File: src/rtl/core/rpn_pkg.sv
// ----------------------------------------------------------------------------
// RPN calculator package
// Command codes, status codes, stack geometry and controller-datapath structs.
// ----------------------------------------------------------------------------
package rpn_pkg;

  localparam int STACK_DEPTH = 32;
  localparam int MAX_RESULTS = 32;
  localparam int AW = $clog2(STACK_DEPTH);
  localparam int CW = $clog2(STACK_DEPTH + 1);

  localparam logic [3:0] CMD_PUSH = 4'd0;
  localparam logic [3:0] CMD_PEEK = 4'd1;
  localparam logic [3:0] CMD_POP  = 4'd2;
  localparam logic [3:0] CMD_DUMP = 4'd3;
  localparam logic [3:0] CMD_CLR  = 4'd4;
  localparam logic [3:0] CMD_DUP  = 4'd5;
  localparam logic [3:0] CMD_SWAP = 4'd6;
  localparam logic [3:0] CMD_ADD  = 4'd7;
  localparam logic [3:0] CMD_SUB  = 4'd8;
  localparam logic [3:0] CMD_MUL  = 4'd9;
  localparam logic [3:0] CMD_DIV  = 4'd10;
  localparam logic [3:0] CMD_MOD  = 4'd11;

  localparam logic [1:0] ST_OK    = 2'd0;
  localparam logic [1:0] ST_UNDER = 2'd1;
  localparam logic [1:0] ST_OVER  = 2'd2;
  localparam logic [1:0] ST_DIVZ  = 2'd3;

  // Commands from the controller to the datapath.
  typedef struct packed {
    logic          rd_en;
    logic [AW-1:0] rd_addr;
    logic          wr_en;
    logic [AW-1:0] wr_addr;
    logic [1:0]    wr_sel;   // 0 push value, 1 operand b, 2 operand a, 3 alu result
    logic          ld_in;
    logic          ld_b;     // capture read data as top operand
    logic          ld_a;     // capture read data as next operand
    logic          alu_go;
  } rpn_cmd_t;

  localparam logic [1:0] WS_IN  = 2'd0;
  localparam logic [1:0] WS_B   = 2'd1;
  localparam logic [1:0] WS_A   = 2'd2;
  localparam logic [1:0] WS_ALU = 2'd3;

  typedef struct packed {
    logic        alu_done;
    logic        b_zero;
    logic [31:0] rd_data;
  } rpn_stat_t;

endpackage

File: src/rtl/core/rpn_ram.sv
// ----------------------------------------------------------------------------
// Generic RAM
// Single write port, single read port with registered read data.
// ----------------------------------------------------------------------------
module rpn_ram #(
  parameter int WIDTH = 32,
  parameter int DEPTH = 32
) (
  input  logic                     clk,
  input  logic                     wr_en,
  input  logic [$clog2(DEPTH)-1:0] wr_addr,
  input  logic [WIDTH-1:0]         wr_data,
  input  logic                     rd_en,
  input  logic [$clog2(DEPTH)-1:0] rd_addr,
  output logic [WIDTH-1:0]         rd_data
);
  logic [WIDTH-1:0] mem [DEPTH];

  always_ff @(posedge clk) begin
    if (wr_en) begin
      mem[wr_addr] <= wr_data;
    end
    if (rd_en) begin
      rd_data <= mem[rd_addr];
    end
  end
endmodule

File: src/rtl/core/rpn_alu.sv
// ----------------------------------------------------------------------------
// RPN arithmetic unit
// Add, subtract and multiply with a registered result; signed divide and modulo by a
// restoring divider that retires one quotient bit per cycle.
// ----------------------------------------------------------------------------
module rpn_alu (
  input  logic        clk,
  input  logic        rst_n,
  input  logic        go,
  input  logic [3:0]  op,
  input  logic [31:0] a,
  input  logic [31:0] b,
  output logic        done,
  output logic [31:0] res
);
  import rpn_pkg::*;

  logic        busy_r, busy_nxt;
  logic [5:0]  cnt_r, cnt_nxt;
  logic [31:0] rem_r, rem_nxt, quo_r, quo_nxt, div_r, div_nxt;
  logic        qneg_r, qneg_nxt, rneg_r, rneg_nxt, mod_r, mod_nxt;
  logic        done_r, done_nxt;
  logic [31:0] res_r, res_nxt;
  logic [32:0] trial;
  logic [31:0] absa, absb;

  assign absa = a[31] ? 32'(-a) : a;
  assign absb = b[31] ? 32'(-b) : b;
  assign trial = {rem_r, quo_r[31]} - {1'b0, div_r};

  always_comb begin
    busy_nxt = busy_r;
    cnt_nxt  = cnt_r;
    rem_nxt  = rem_r;
    quo_nxt  = quo_r;
    div_nxt  = div_r;
    qneg_nxt = qneg_r;
    rneg_nxt = rneg_r;
    mod_nxt  = mod_r;
    done_nxt = 1'b0;
    res_nxt  = res_r;
    if (go) begin
      case (op)
        CMD_ADD: begin
          res_nxt  = a + b;
          done_nxt = 1'b1;
        end
        CMD_SUB: begin
          res_nxt  = a - b;
          done_nxt = 1'b1;
        end
        CMD_MUL: begin
          res_nxt  = 32'(a * b);
          done_nxt = 1'b1;
        end
        default: begin
          busy_nxt = 1'b1;
          cnt_nxt  = 6'd0;
          rem_nxt  = '0;
          quo_nxt  = absa;
          div_nxt  = absb;
          qneg_nxt = a[31] ^ b[31];
          rneg_nxt = a[31];
          mod_nxt  = (op == CMD_MOD);
        end
      endcase
    end else if (busy_r) begin
      if (!trial[32]) begin
        rem_nxt = trial[31:0];
        quo_nxt = {quo_r[30:0], 1'b1};
      end else begin
        rem_nxt = {rem_r[30:0], quo_r[31]};
        quo_nxt = {quo_r[30:0], 1'b0};
      end
      cnt_nxt = cnt_r + 6'd1;
      if (cnt_r == 6'd31) begin
        busy_nxt = 1'b0;
        done_nxt = 1'b1;
        if (mod_r) begin
          res_nxt = rneg_r ? 32'(-rem_nxt) : rem_nxt;
        end else begin
          res_nxt = qneg_r ? 32'(-quo_nxt) : quo_nxt;
        end
      end
    end
  end

  always_ff @(posedge clk) begin
    if (!rst_n) begin
      busy_r <= 1'b0;
      done_r <= 1'b0;
    end else begin
      busy_r <= busy_nxt;
      done_r <= done_nxt;
    end
    cnt_r  <= cnt_nxt;
    rem_r  <= rem_nxt;
    quo_r  <= quo_nxt;
    div_r  <= div_nxt;
    qneg_r <= qneg_nxt;
    rneg_r <= rneg_nxt;
    mod_r  <= mod_nxt;
    res_r  <= res_nxt;
  end

  assign done = done_r;
  assign res  = res_r;
endmodule

File: src/rtl/core/rpn_datapath.sv
// ----------------------------------------------------------------------------
// RPN datapath
// Stack memory, operand registers and the arithmetic unit.
// ----------------------------------------------------------------------------
module rpn_datapath (
  input  logic              clk,
  input  logic              rst_n,
  input  logic [3:0]        op,
  input  logic [31:0]       push_value,
  input  rpn_pkg::rpn_cmd_t cmd,
  output rpn_pkg::rpn_stat_t stat
);
  import rpn_pkg::*;

  logic [31:0] in_r, a_r, b_r, rd_data, wr_data, alu_res;
  logic        alu_done;

  always_comb begin
    case (cmd.wr_sel)
      WS_IN:   wr_data = in_r;
      WS_B:    wr_data = b_r;
      WS_A:    wr_data = a_r;
      default: wr_data = alu_res;
    endcase
  end

  always_ff @(posedge clk) begin
    if (cmd.ld_in) begin
      in_r <= push_value;
    end
    if (cmd.ld_b) begin
      b_r <= rd_data;
    end
    if (cmd.ld_a) begin
      a_r <= rd_data;
    end
  end

  rpn_ram #(.WIDTH(32), .DEPTH(STACK_DEPTH)) u_ram (
    .clk(clk), .wr_en(cmd.wr_en), .wr_addr(cmd.wr_addr), .wr_data(wr_data),
    .rd_en(cmd.rd_en), .rd_addr(cmd.rd_addr), .rd_data(rd_data)
  );

  rpn_alu u_alu (
    .clk(clk), .rst_n(rst_n), .go(cmd.alu_go), .op(op), .a(a_r), .b(b_r),
    .done(alu_done), .res(alu_res)
  );

  assign stat.alu_done = alu_done;
  assign stat.b_zero   = (b_r == 32'd0);
  assign stat.rd_data  = rd_data;
endmodule

File: src/rtl/core/rpn_ctrl.sv
// ----------------------------------------------------------------------------
// RPN controller
// Decodes a command, sequences stack reads and writes, and emits result beats.
// ----------------------------------------------------------------------------
module rpn_ctrl (
  input  logic               clk,
  input  logic               rst_n,
  input  logic               start,
  input  logic [3:0]         req,
  output logic               busy,
  output logic [3:0]         op,
  output rpn_pkg::rpn_cmd_t  cmd,
  input  rpn_pkg::rpn_stat_t stat,
  output logic               out_valid,
  output logic [31:0]        out_value,
  output logic               out_has,
  output logic [1:0]         out_status,
  output logic               out_last
);
  import rpn_pkg::*;

  localparam logic [2:0] S_IDLE = 3'd0;
  localparam logic [2:0] S_RD1  = 3'd1;  // top read issued
  localparam logic [2:0] S_RD2  = 3'd2;  // next read issued
  localparam logic [2:0] S_EXEC = 3'd3;  // operands held
  localparam logic [2:0] S_ALU  = 3'd4;
  localparam logic [2:0] S_DUMP = 3'd5;

  localparam int RW = $clog2(MAX_RESULTS + 1);

  logic [2:0]    state_r, state_nxt;
  logic [3:0]    op_r, op_nxt;
  logic [CW-1:0] cnt_r, cnt_nxt;
  logic [CW-1:0] idx_r, idx_nxt;
  logic [RW-1:0] left_r, left_nxt;
  logic          ov_r, ov_nxt;
  logic [31:0]   val_r, val_nxt;
  logic          has_r, has_nxt;
  logic [1:0]    st_r, st_nxt;
  logic          last_r, last_nxt;
  logic [CW-1:0] ncnt;

  assign ncnt = (cnt_r > CW'(MAX_RESULTS)) ? CW'(MAX_RESULTS) : cnt_r;

  always_comb begin
    state_nxt = state_r;
    op_nxt    = op_r;
    cnt_nxt   = cnt_r;
    idx_nxt   = idx_r;
    left_nxt  = left_r;
    ov_nxt    = 1'b0;
    val_nxt   = val_r;
    has_nxt   = 1'b0;
    st_nxt    = ST_OK;
    last_nxt  = 1'b1;
    cmd       = '0;
    case (state_r)
      S_IDLE: begin
        if (start) begin
          op_nxt     = req;
          cmd.ld_in  = 1'b1;
          cmd.rd_en  = 1'b1;
          cmd.rd_addr = AW'(cnt_r - CW'(1));
          val_nxt    = '0;
          case (req)
            CMD_PUSH: begin
              if (cnt_r >= CW'(STACK_DEPTH)) begin
                ov_nxt = 1'b1; st_nxt = ST_OVER;
              end else begin
                state_nxt = S_EXEC;
              end
            end
            CMD_CLR: begin
              cnt_nxt = '0; ov_nxt = 1'b1;
            end
            CMD_DUMP: begin
              if (cnt_r == '0) begin
                ov_nxt = 1'b1;
              end else begin
                idx_nxt   = cnt_r - CW'(1);
                left_nxt  = RW'(ncnt);
                state_nxt = S_RD1;
              end
            end
            CMD_PEEK, CMD_POP, CMD_DUP: begin
              if (cnt_r == '0) begin
                ov_nxt = 1'b1; st_nxt = ST_UNDER;
              end else if (req == CMD_DUP && cnt_r >= CW'(STACK_DEPTH)) begin
                ov_nxt = 1'b1; st_nxt = ST_OVER;
              end else begin
                state_nxt = S_RD1;
              end
            end
            CMD_SWAP, CMD_ADD, CMD_SUB, CMD_MUL, CMD_DIV, CMD_MOD: begin
              if (cnt_r == '0) begin
                ov_nxt = 1'b1; st_nxt = ST_UNDER;
              end else if (cnt_r == CW'(1)) begin
                ov_nxt = 1'b1; st_nxt = ST_UNDER;
                if (req == CMD_SWAP) begin
                  cnt_nxt = '0;
                end
              end else begin
                state_nxt = S_RD1;
              end
            end
            default: ov_nxt = 1'b1;
          endcase
        end
      end
      S_RD1: begin
        if (op_r == CMD_DUMP) begin
          state_nxt = S_DUMP;
        end else if (op_r == CMD_PEEK || op_r == CMD_POP || op_r == CMD_DUP) begin
          cmd.ld_b  = 1'b1;
          state_nxt = S_EXEC;
        end else begin
          cmd.ld_b    = 1'b1;
          cmd.rd_en   = 1'b1;
          cmd.rd_addr = AW'(cnt_r - CW'(2));
          state_nxt   = S_RD2;
        end
      end
      S_RD2: begin
        cmd.ld_a  = 1'b1;
        state_nxt = S_EXEC;
      end
      S_EXEC: begin
        state_nxt = S_IDLE;
        case (op_r)
          CMD_PUSH: begin
            cmd.wr_en = 1'b1; cmd.wr_addr = AW'(cnt_r); cmd.wr_sel = WS_IN;
            cnt_nxt = cnt_r + CW'(1); ov_nxt = 1'b1;
          end
          CMD_PEEK, CMD_POP: begin
            ov_nxt = 1'b1; has_nxt = 1'b1; val_nxt = stat.rd_data;
            if (op_r == CMD_POP) begin
              cnt_nxt = cnt_r - CW'(1);
            end
          end
          CMD_DUP: begin
            cmd.wr_en = 1'b1; cmd.wr_addr = AW'(cnt_r); cmd.wr_sel = WS_B;
            cnt_nxt = cnt_r + CW'(1); ov_nxt = 1'b1;
          end
          CMD_SWAP: begin
            // The second write lands in the ALU state, which is idle for swap.
            cmd.wr_en = 1'b1; cmd.wr_addr = AW'(cnt_r - CW'(1)); cmd.wr_sel = WS_A;
            state_nxt = S_ALU;
          end
          default: begin
            if ((op_r == CMD_DIV || op_r == CMD_MOD) && stat.b_zero) begin
              cnt_nxt = cnt_r - CW'(2); ov_nxt = 1'b1; st_nxt = ST_DIVZ;
            end else begin
              cmd.alu_go = 1'b1;
              state_nxt  = S_ALU;
            end
          end
        endcase
      end
      S_ALU: begin
        if (op_r == CMD_SWAP) begin
          cmd.wr_en = 1'b1; cmd.wr_addr = AW'(cnt_r - CW'(2)); cmd.wr_sel = WS_B;
          ov_nxt = 1'b1; state_nxt = S_IDLE;
        end else if (stat.alu_done) begin
          cmd.wr_en = 1'b1; cmd.wr_addr = AW'(cnt_r - CW'(2)); cmd.wr_sel = WS_ALU;
          cnt_nxt = cnt_r - CW'(1); ov_nxt = 1'b1; state_nxt = S_IDLE;
        end
      end
      S_DUMP: begin
        // Read data for idx_r is ready now; the next read goes out alongside.
        ov_nxt   = 1'b1;
        has_nxt  = 1'b1;
        val_nxt  = stat.rd_data;
        left_nxt = left_r - RW'(1);
        idx_nxt  = idx_r - CW'(1);
        last_nxt = (left_r == RW'(1));
        if (left_r == RW'(1)) begin
          state_nxt = S_IDLE;
        end else begin
          cmd.rd_en   = 1'b1;
          cmd.rd_addr = AW'(idx_r - CW'(1));
        end
      end
      default: state_nxt = S_IDLE;
    endcase
  end

  always_ff @(posedge clk) begin
    if (!rst_n) begin
      state_r <= S_IDLE;
      cnt_r   <= '0;
      ov_r    <= 1'b0;
    end else begin
      state_r <= state_nxt;
      cnt_r   <= cnt_nxt;
      ov_r    <= ov_nxt;
    end
    op_r   <= op_nxt;
    idx_r  <= idx_nxt;
    left_r <= left_nxt;
    val_r  <= val_nxt;
    has_r  <= has_nxt;
    st_r   <= st_nxt;
    last_r <= last_nxt;
  end

  assign busy       = (state_r != S_IDLE);
  assign op         = op_r;
  assign out_valid  = ov_r;
  assign out_value  = has_r ? val_r : 32'd0;
  assign out_has    = has_r;
  assign out_status = st_r;
  assign out_last   = last_r;
endmodule

File: src/rtl/core/rpn_stack_calculator.sv
// ----------------------------------------------------------------------------
// RPN stack calculator
// Reverse-Polish integer calculator over a bounded stack of 32-bit words.
// ----------------------------------------------------------------------------
// Usage: drive in_req_type and in_push_value with start high; the command is
// taken at a clock edge where busy is low. Each result beat appears on the
// out_ ports for one cycle with out_valid high; out_last marks the final beat
// of a command. The receiver cannot stall, so every beat must be taken.
// Sequencing: commands that end early (errors, clear, unused codes) give their
// beat in the cycle after acceptance and busy stays low. Push writes in the
// execute state; peek, pop and dup read the top entry, swap and arithmetic
// read both operands and end in the ALU state (divide and modulo once the
// divider is done); division by zero ends in execute. Dump gives one beat per
// entry, top first. Busy drops in the cycle the last beat shows, so the next
// command can follow. Reset clears the stack count; the stack RAM itself is
// not cleared, since only entries below the count are ever read.
// ----------------------------------------------------------------------------
module rpn_stack_calculator (
  input  logic        clk,
  input  logic        rst_n,
  input  logic        start,
  output logic        busy,
  input  logic [3:0]  in_req_type,
  input  logic signed [31:0] in_push_value,
  output logic        out_valid,
  output logic signed [31:0] out_result_value,
  output logic        out_has_value,
  output logic [1:0]  out_status,
  output logic        out_last
);
  import rpn_pkg::*;

  rpn_cmd_t    cmd;
  rpn_stat_t   stat;
  logic [3:0]  op;
  logic [31:0] value;

  // The controller owns the stack count and the sequencing of each command.
  rpn_ctrl u_ctrl (
    .clk(clk), .rst_n(rst_n), .start(start), .req(in_req_type), .busy(busy),
    .op(op), .cmd(cmd), .stat(stat), .out_valid(out_valid), .out_value(value),
    .out_has(out_has_value), .out_status(out_status), .out_last(out_last)
  );

  // The datapath holds the stack memory, operand registers and the ALU.
  rpn_datapath u_dp (
    .clk(clk), .rst_n(rst_n), .op(op), .push_value(in_push_value),
    .cmd(cmd), .stat(stat)
  );

  assign out_result_value = value;
endmodule

File: config.mk
export PLATFORM = sky130hd
export DESIGN_NAME = rpn_stack_calculator
export DESIGN_NICKNAME = d
export VERILOG_FILES = /design/src/rtl/core/rpn_pkg.sv /design/src/rtl/core/rpn_ram.sv /design/src/rtl/core/rpn_alu.sv /design/src/rtl/core/rpn_datapath.sv /design/src/rtl/core/rpn_ctrl.sv /design/src/rtl/core/rpn_stack_calculator.sv
export SDC_FILE = /design/constraint.sdc
export NUM_CORES = 2
export LEC_CHECK = 0
export ABC_AREA = 0
export BUFFER_PORTS_ARGS = -buffer_cell sky130_fd_sc_hd__buf_2
export CORE_MARGIN = 10
export CORE_UTILIZATION = 35
export CTS_CLUSTER_DIAMETER = 40
export CTS_CLUSTER_SIZE = 28
export DETAILED_ROUTE_END_ITERATION = 8
export GPL_TIMING_DRIVEN = 0
export HOLD_SLACK_MARGIN = 0.08
export PLACE_DENSITY = 0.48
export SETUP_SLACK_MARGIN = 0.02
export SLEW_MARGIN = 10
export SYNTH_ARGS = -nofsm -noshare
export SYNTH_HDL_FRONTEND = slang
export SYNTH_SLANG_ARGS = --single-unit
File: constraint.sdc
create_clock -name clk -period 12.8 [get_ports clk]
set_input_delay 0.64 -clock clk [delete_from_list [all_inputs] [get_ports clk]]
set_output_delay 0.64 -clock clk [all_outputs]
set_load 0.03 [all_outputs]
-- Word-level counts from Yosys, hierarchy flattened
Memory sizes are Yosys's and may differ from the RTL's. A register that Yosys moved wholly into a read port is not among the register bits.
Cells that the tools add are included.
- add/sub/neg operators: 13
- multipliers: 1
- order comparisons: 2
- eq/ne operators: 54
- multiplexer cells: 117
- bitwise logic cells: 2
- reduce and logical (&&, ||, !) cells: 32
- operator list (kind ; number):
    two-way mux 32 bit ; 21
    case mux 32 bit (3 select lines) ; 3
    two-way mux 6 bit ; 22
    negator 32 bit ; 4
    case mux 6 bit (3 select lines) ; 3
    two-way mux 3 bit ; 12
    case mux 6 bit (2 select lines) ; 3
    subtractor 33 x 32 -> 33 bit ; 1
    adder 32 bit ; 1
    == test 4 bit (second input constant) ; 8
    zero test 32 bit ; 1
    multiplier 32 x 32 -> 32 bit ; 1
    two-way mux 1 bit ; 32
    subtractor 32 bit ; 1
    two-way mux 31 bit ; 1
    == test 4 x 3 -> 1 bit (second input constant) ; 7
    case mux 8 bit (3 select lines) ; 1
    inequality test 3 bit (second input constant) ; 7
    case mux 3 bit (6 select lines) ; 1
    subtractor 6 x 1 -> 6 bit (second input constant) ; 3
    == test 4 x 2 -> 1 bit (second input constant) ; 4
    two-way mux 8 bit ; 2
    case mux 8 bit (2 select lines) ; 1
    two-way mux 2 bit ; 7
    45 further kinds ; 74
- register bits after elaboration: 297
- bits in writable memories: 1024
- logic and storage cells: 246
- memories kept: 1
- memory list (memory ; depth ; width ; read ports ; clocked after memory_dff ; write ports ; RTL line ; RTL):
    u_dp.u_ram.mem ; 32 ; 32 ; 1 ; 1 ; 1 ; rpn_ram.sv:17 ; logic [WIDTH-1:0] mem [DEPTH];

-- Longest topological paths before layout
- word-level depth: 13
- mapped depth: 31
- mapped depth without buffers: 29

-- Hierarchy
A second synthesis with hierarchy kept.
- cells, all modules: 6180
- area total of the unflattened synthesis: 77495.6 µm²
- by module, submodules not included (module ; times used ; cells an instance ; area each (µm²) ; seq. area each (µm²)):
    rpn_ram ; 1 ; 2260 ; 40812.9 ; 31710.4
    rpn_alu ; 1 ; 3347 ; 28897.7 ; 4154.0
    rpn_ctrl ; 1 ; 426 ; 4013.8 ; 1691.6
    rpn_datapath ; 1 ; 147 ; 3771.1 ; 2882.8

-- Worst setup path after synthesis
No wires, ideal clock.
- kind: flip-flop to flip-flop
- start: register u_dp.b_r[6]
- end: register u_dp.u_alu.res_r[31], in the netlist u_dp.u_alu.res[31], data pin
- library setup time: 0.266 ns
- data arrival time: 7.054 ns
- required time: 12.534 ns
- setup slack: 5.479 ns
- stages on the path, launching flop included: 28
- path buffers: 2
- clock period less this slack: 7.321 ns
- cell sequence: edfxtp_1 -> clkbuf_1 -> clkbuf_1 -> and2_1 -> fa_1 -> fa_1 -> fa_1 -> inv_1 -> fa_1 -> inv_1 -> fa_1 -> fa_1 -> fa_1 -> fa_1 -> ha_1 -> a21o_1 -> a21o_1 -> a21o_1 -> a21oi_1 -> nor2b_1 -> o21ai_0 -> a31oi_1 -> and3_1 -> o21ai_0 -> nor2b_1 -> xnor2_1 -> o211ai_1 -> o21ai_1
- cells in the longest elaborated chain, start to end: 6
- elaborated cells between the ends (all ways): 10
- RTL lines (what ; RTL line ; RTL):
    start: declaration ; rpn_datapath.sv:15 ; logic [31:0] in_r, a_r, b_r, rd_data, wr_data, alu_res;
    start signal: assignment ; rpn_datapath.sv:32 ; b_r <= rd_data;
    parallel branches: the longest is 5 deep, another holds multiplier 32 x 32 -> 32 bit ; n/a ;
    two-way mux 32 bit (*) ; rpn_alu.sv:42 ; if (go) begin
    named net u_dp.u_alu.res_nxt[31] ; rpn_alu.sv:23 ; logic [31:0] res_r, res_nxt;
    end signal: assignment ; rpn_alu.sv:103 ; res_r <= res_nxt;
    end: declaration ; rpn_alu.sv:23 ;
Mark *: on every way through the listed nets, which the timed path passes.
A chain may end at the register's enable or synchronous reset.

-- Worst setup path in the final report
- start: register u_dp.a_r[5]
- end: register u_dp.u_alu.res_r[30], in the netlist u_dp.u_alu.res[30], data pin
- cells in the longest elaborated chain, start to end: 3
- elaborated cells between the ends (all ways): 5
- RTL lines (what ; RTL line ; RTL):
    start: declaration ; rpn_datapath.sv:15 ;
    start signal: assignment ; rpn_datapath.sv:35 ; a_r <= rd_data;
    multiplier 32 x 32 -> 32 bit, or another cell as far along ; rpn_alu.sv:53 ; res_nxt = 32'(a * b);
    case mux 32 bit (3 select lines) (*) ; rpn_alu.sv:43 ; case (op)
    two-way mux 32 bit (*) ; rpn_alu.sv:42 ;
    named net u_dp.u_alu.res_nxt[30] ; rpn_alu.sv:23 ;
Mark *: on every way through the listed nets, which the timed path passes. The rest lies on a longest branch.

==> results.md <==
- Status: completed
- Clk_lat worst skew: between 0.8 and 0.9 ns
- Setup TNS: 0 ns
- Post-synthesis net count: between 7000 and 8000
- Hold WS: 0.117 ns
- Initial Util: 0.351
- First-pass GRT wire length: 421000 µm
- Layout Nets: 7849
- Slew HR: 0.0871
- Total wire length: between 200000 and 300000 µm
- Hold_sp: in_req_type[0]
- Vias in the first global route: 56924
- R2r setup slk: between 2 and 3 ns
- Overflow after GRT: 0
- Mapped cell area: 77900 µm²
- Max Cap Viol: 0
- Ys Warns: 0
- Worst R2R Start: u_dp.a_r[5]
- Chip height: 492 µm
- Setup violators final: 0
- Final setup margin: 2.67 ns
- Drt via density: 5.45
- Post-CTS resize count: 0
- Peak Freq: roughly 0.1 GHz
- H-tree levels: 4
- Routed wire length per instance: 28.7 µm
- Area Growth Syn to Fin: 19.1%
- CP delay by family, top: adder cells
- Gpl congestion: 0.936
- Worst setup startpoint: u_dp.a_r[5]
- Clock Skew: just under 0.1 ns
- WP data required: 13.47 ns
- TritonCTS Buffers: ~220
- Ports: between 70 and 80
- Input/output buffers: 76
- Die Span X: 492 µm
- Detail Placement HPWL: 225000 µm
- Worst-Margin Slew: 1.36 ns
- Slew Viols, Final: 0
- CP Capture Type: flop
- Final ANT Viol Nets: 0
- RSZ-0062 raised after global routing: false
- Crit path time final: 10.13 ns
- Core Footprint: around 220000 µm²
- Clock tree from TritonCTS: yes
- Mapped Avg Cell Area: between 10 and 15 µm²
- Sequential element share of the synthesized area: 0.519
- Root Buffer: clkbuf_16
- Synth area leader: edfxtp_1
- Clk sinks: 1352
- Largest net degree at the start of global routing: slightly above 60
- Detailed Route Iter0 Violations: 5316
- First drt pass iteration count: 6
- Clock Path Buffers: 3
- Final Hold Fails: 0
- Crit path arrival time: 10.80 ns
- Worst min path class: in -> reg
- Synth area leaders: edfxtp_1 52%, fa_1 11%, and2_1 5.1%
- Post-synth EDFFs: about 1300
- Share of layout cells above drive strength 1: 0.0921
- CP dominant cell by count: fa_1
- Filler cells: roughly 21000
- #FFs+latches synth: 1352
- Initial antenna violation count: 15
- Final Cycle Share: 0.791
- DRC Markers: 0
- Kind of critical path: reg -> reg
- CP Launch Type: flop
- Setup slack at placement: 2.89 ns
- Async set-reset flop share out of synthesis: 0
- Post CTS Setup Buffer Count: 0
- Post-synthesis cell type count: 95
- Number of buffer and inverter stages on the critical path: 6
- Vias: 56525
- Slowest stage delay, CP: 0.99 ns
- Core Rows: 173
- Die ar.: about 240000 µm²
- Syn Inst Count: 6789
- Synth top area share: 0.515
- Clock transition at the registers of the reported paths: 0.05 ns
- Critical-path top delay cell: clkbuf_1
- CP max FO: 11
- Tot GR Track Use: 0.239
- Main synth FF type: edfxtp_1
-- state kept, by name, indices dropped and copies added (netlist names), 6 cells and up --
signal,count
u_dp.u_alu.quo_r,32
u_ctrl.left_r,6
u_dp.a_r,32
u_dp.u_alu.div_r,32
u_dp.u_alu.cnt_r,6
u_dp.in_r,32
u_dp.u_ram.mem,1024
u_ctrl.cnt_r,6
u_ctrl.val_r,32
u_dp.b_r,32
u_dp.u_alu.rem_r,32
u_dp.u_alu.res,32
u_dp.u_ram.rd_data,32
-- synth_stat cells, drive strengths merged, types with 36 or more instances --
cell and instances:
a211oi 383, nand3 40, ha 202, a21oi 309, xor2 141, o31ai 39, nor2 253, mux2i 44
and2 640, edfxtp 1336, xnor2 156, a311oi 131, fa 410, nand2b 36, a21o 74, nand2 957
a31oi 173, nor3 54, clkbuf 428, o21ai 155, inv 450
-- cells by family after synthesis --
logic type	synth area share
adders and majority gates	0.138
DFF	0.519
muxes	0.00599
AOI/OAI and AO/OA	0.125
xor gates and xnor gates	0.0334
buffers and inverters	0.0446
and+or+nand+nor	0.133
-- per-layer routing --
layer	vias up	part of all wire	track usage
met5	-	0	0
met4	0	0.059	0.120
met3	607	0.055	0.0338
met2	2084	0.49	0.409
met1	28811	0.40	0.295
li1	25023	-	-
-- placed cells by master, fill, tap and decap left out, drive strengths merged, types with 20 or more instances in the layout --
| master | Yosys | final |
|---|---|---|
| edfxtp | 1336 | 1336 |
| nand2 | 957 | 957 |
| clkbuf | 428 | 668 |
| and2 | 640 | 640 |
| inv | 450 | 486 |
| fa | 410 | 410 |
| a211oi | 383 | 383 |
| a21oi | 309 | 309 |
| nor2 | 253 | 253 |
| ha | 202 | 202 |
| buf | 32 | 184 |
| a31oi | 173 | 173 |
| xnor2 | 156 | 156 |
| o21ai | 155 | 155 |
| xor2 | 141 | 141 |
| a311oi | 131 | 131 |
| clkinv | 2 | 82 |
| a21o | 74 | 74 |
| nor3 | 54 | 54 |
| mux2i | 44 | 44 |
| nand3 | 40 | 40 |
| o31ai | 39 | 39 |
| nand2b | 36 | 36 |
| bufinv | 0 | 34 |
| dlygate4sd3 | 0 | 34 |
| nor2b | 32 | 32 |
| or3 | 26 | 26 |
| clkinvlp | 0 | 26 |
| o22ai | 23 | 23 |
| and3 | 21 | 21 |
| o21a | 20 | 20 |
-- per-stage QoR --
step	utilization	instance area [µm²]	instances
2_1_floorplan	-	77900	6789
3_3_place_gp	0.369	82000	9840
3_5_place_dp	0.380	84400	9916
4_1_cts	0.418	92700	10366
5_1_grt	0.418	92700	10366
6_report	0.418	92700	10374
-- cell type report --
type	instances	area, µm²	area share
antenna	8	20.0	0.000216
buffer	460	1780	0.0192
clock buffer	240	5680	0.0613
clock inverter	176	2300	0.0248
inverter	452	1700	0.0183
multi-input combinational	4525	34700	0.374
sequential	1352	40400	0.436
tap	2975	3720	0.0402
timing repair buffer	186	2390	0.0258
-- repair_timing --
| item | 4_1_cts | 5_1_grt |
|---|---|---|
| endpoints found under the hold margin | 34 | 0 |
| endpoints found under the setup margin | 0 | 0 |
| hold buffers | 34 | 0 |
-- path summary, 6_finish.rpt --
kind | to | cells past startpoint
max | u_dp.u_alu.res[30] | 28
min | u_ctrl.op[0] | 1
max reg2reg | u_dp.u_alu.res[30] | 28
min reg2reg | u_dp.b_r[28] | 0
Power is left out: the tool's default activity adds up to more than one toggle a clock period on the data nets, which glitch-free logic cannot reach.
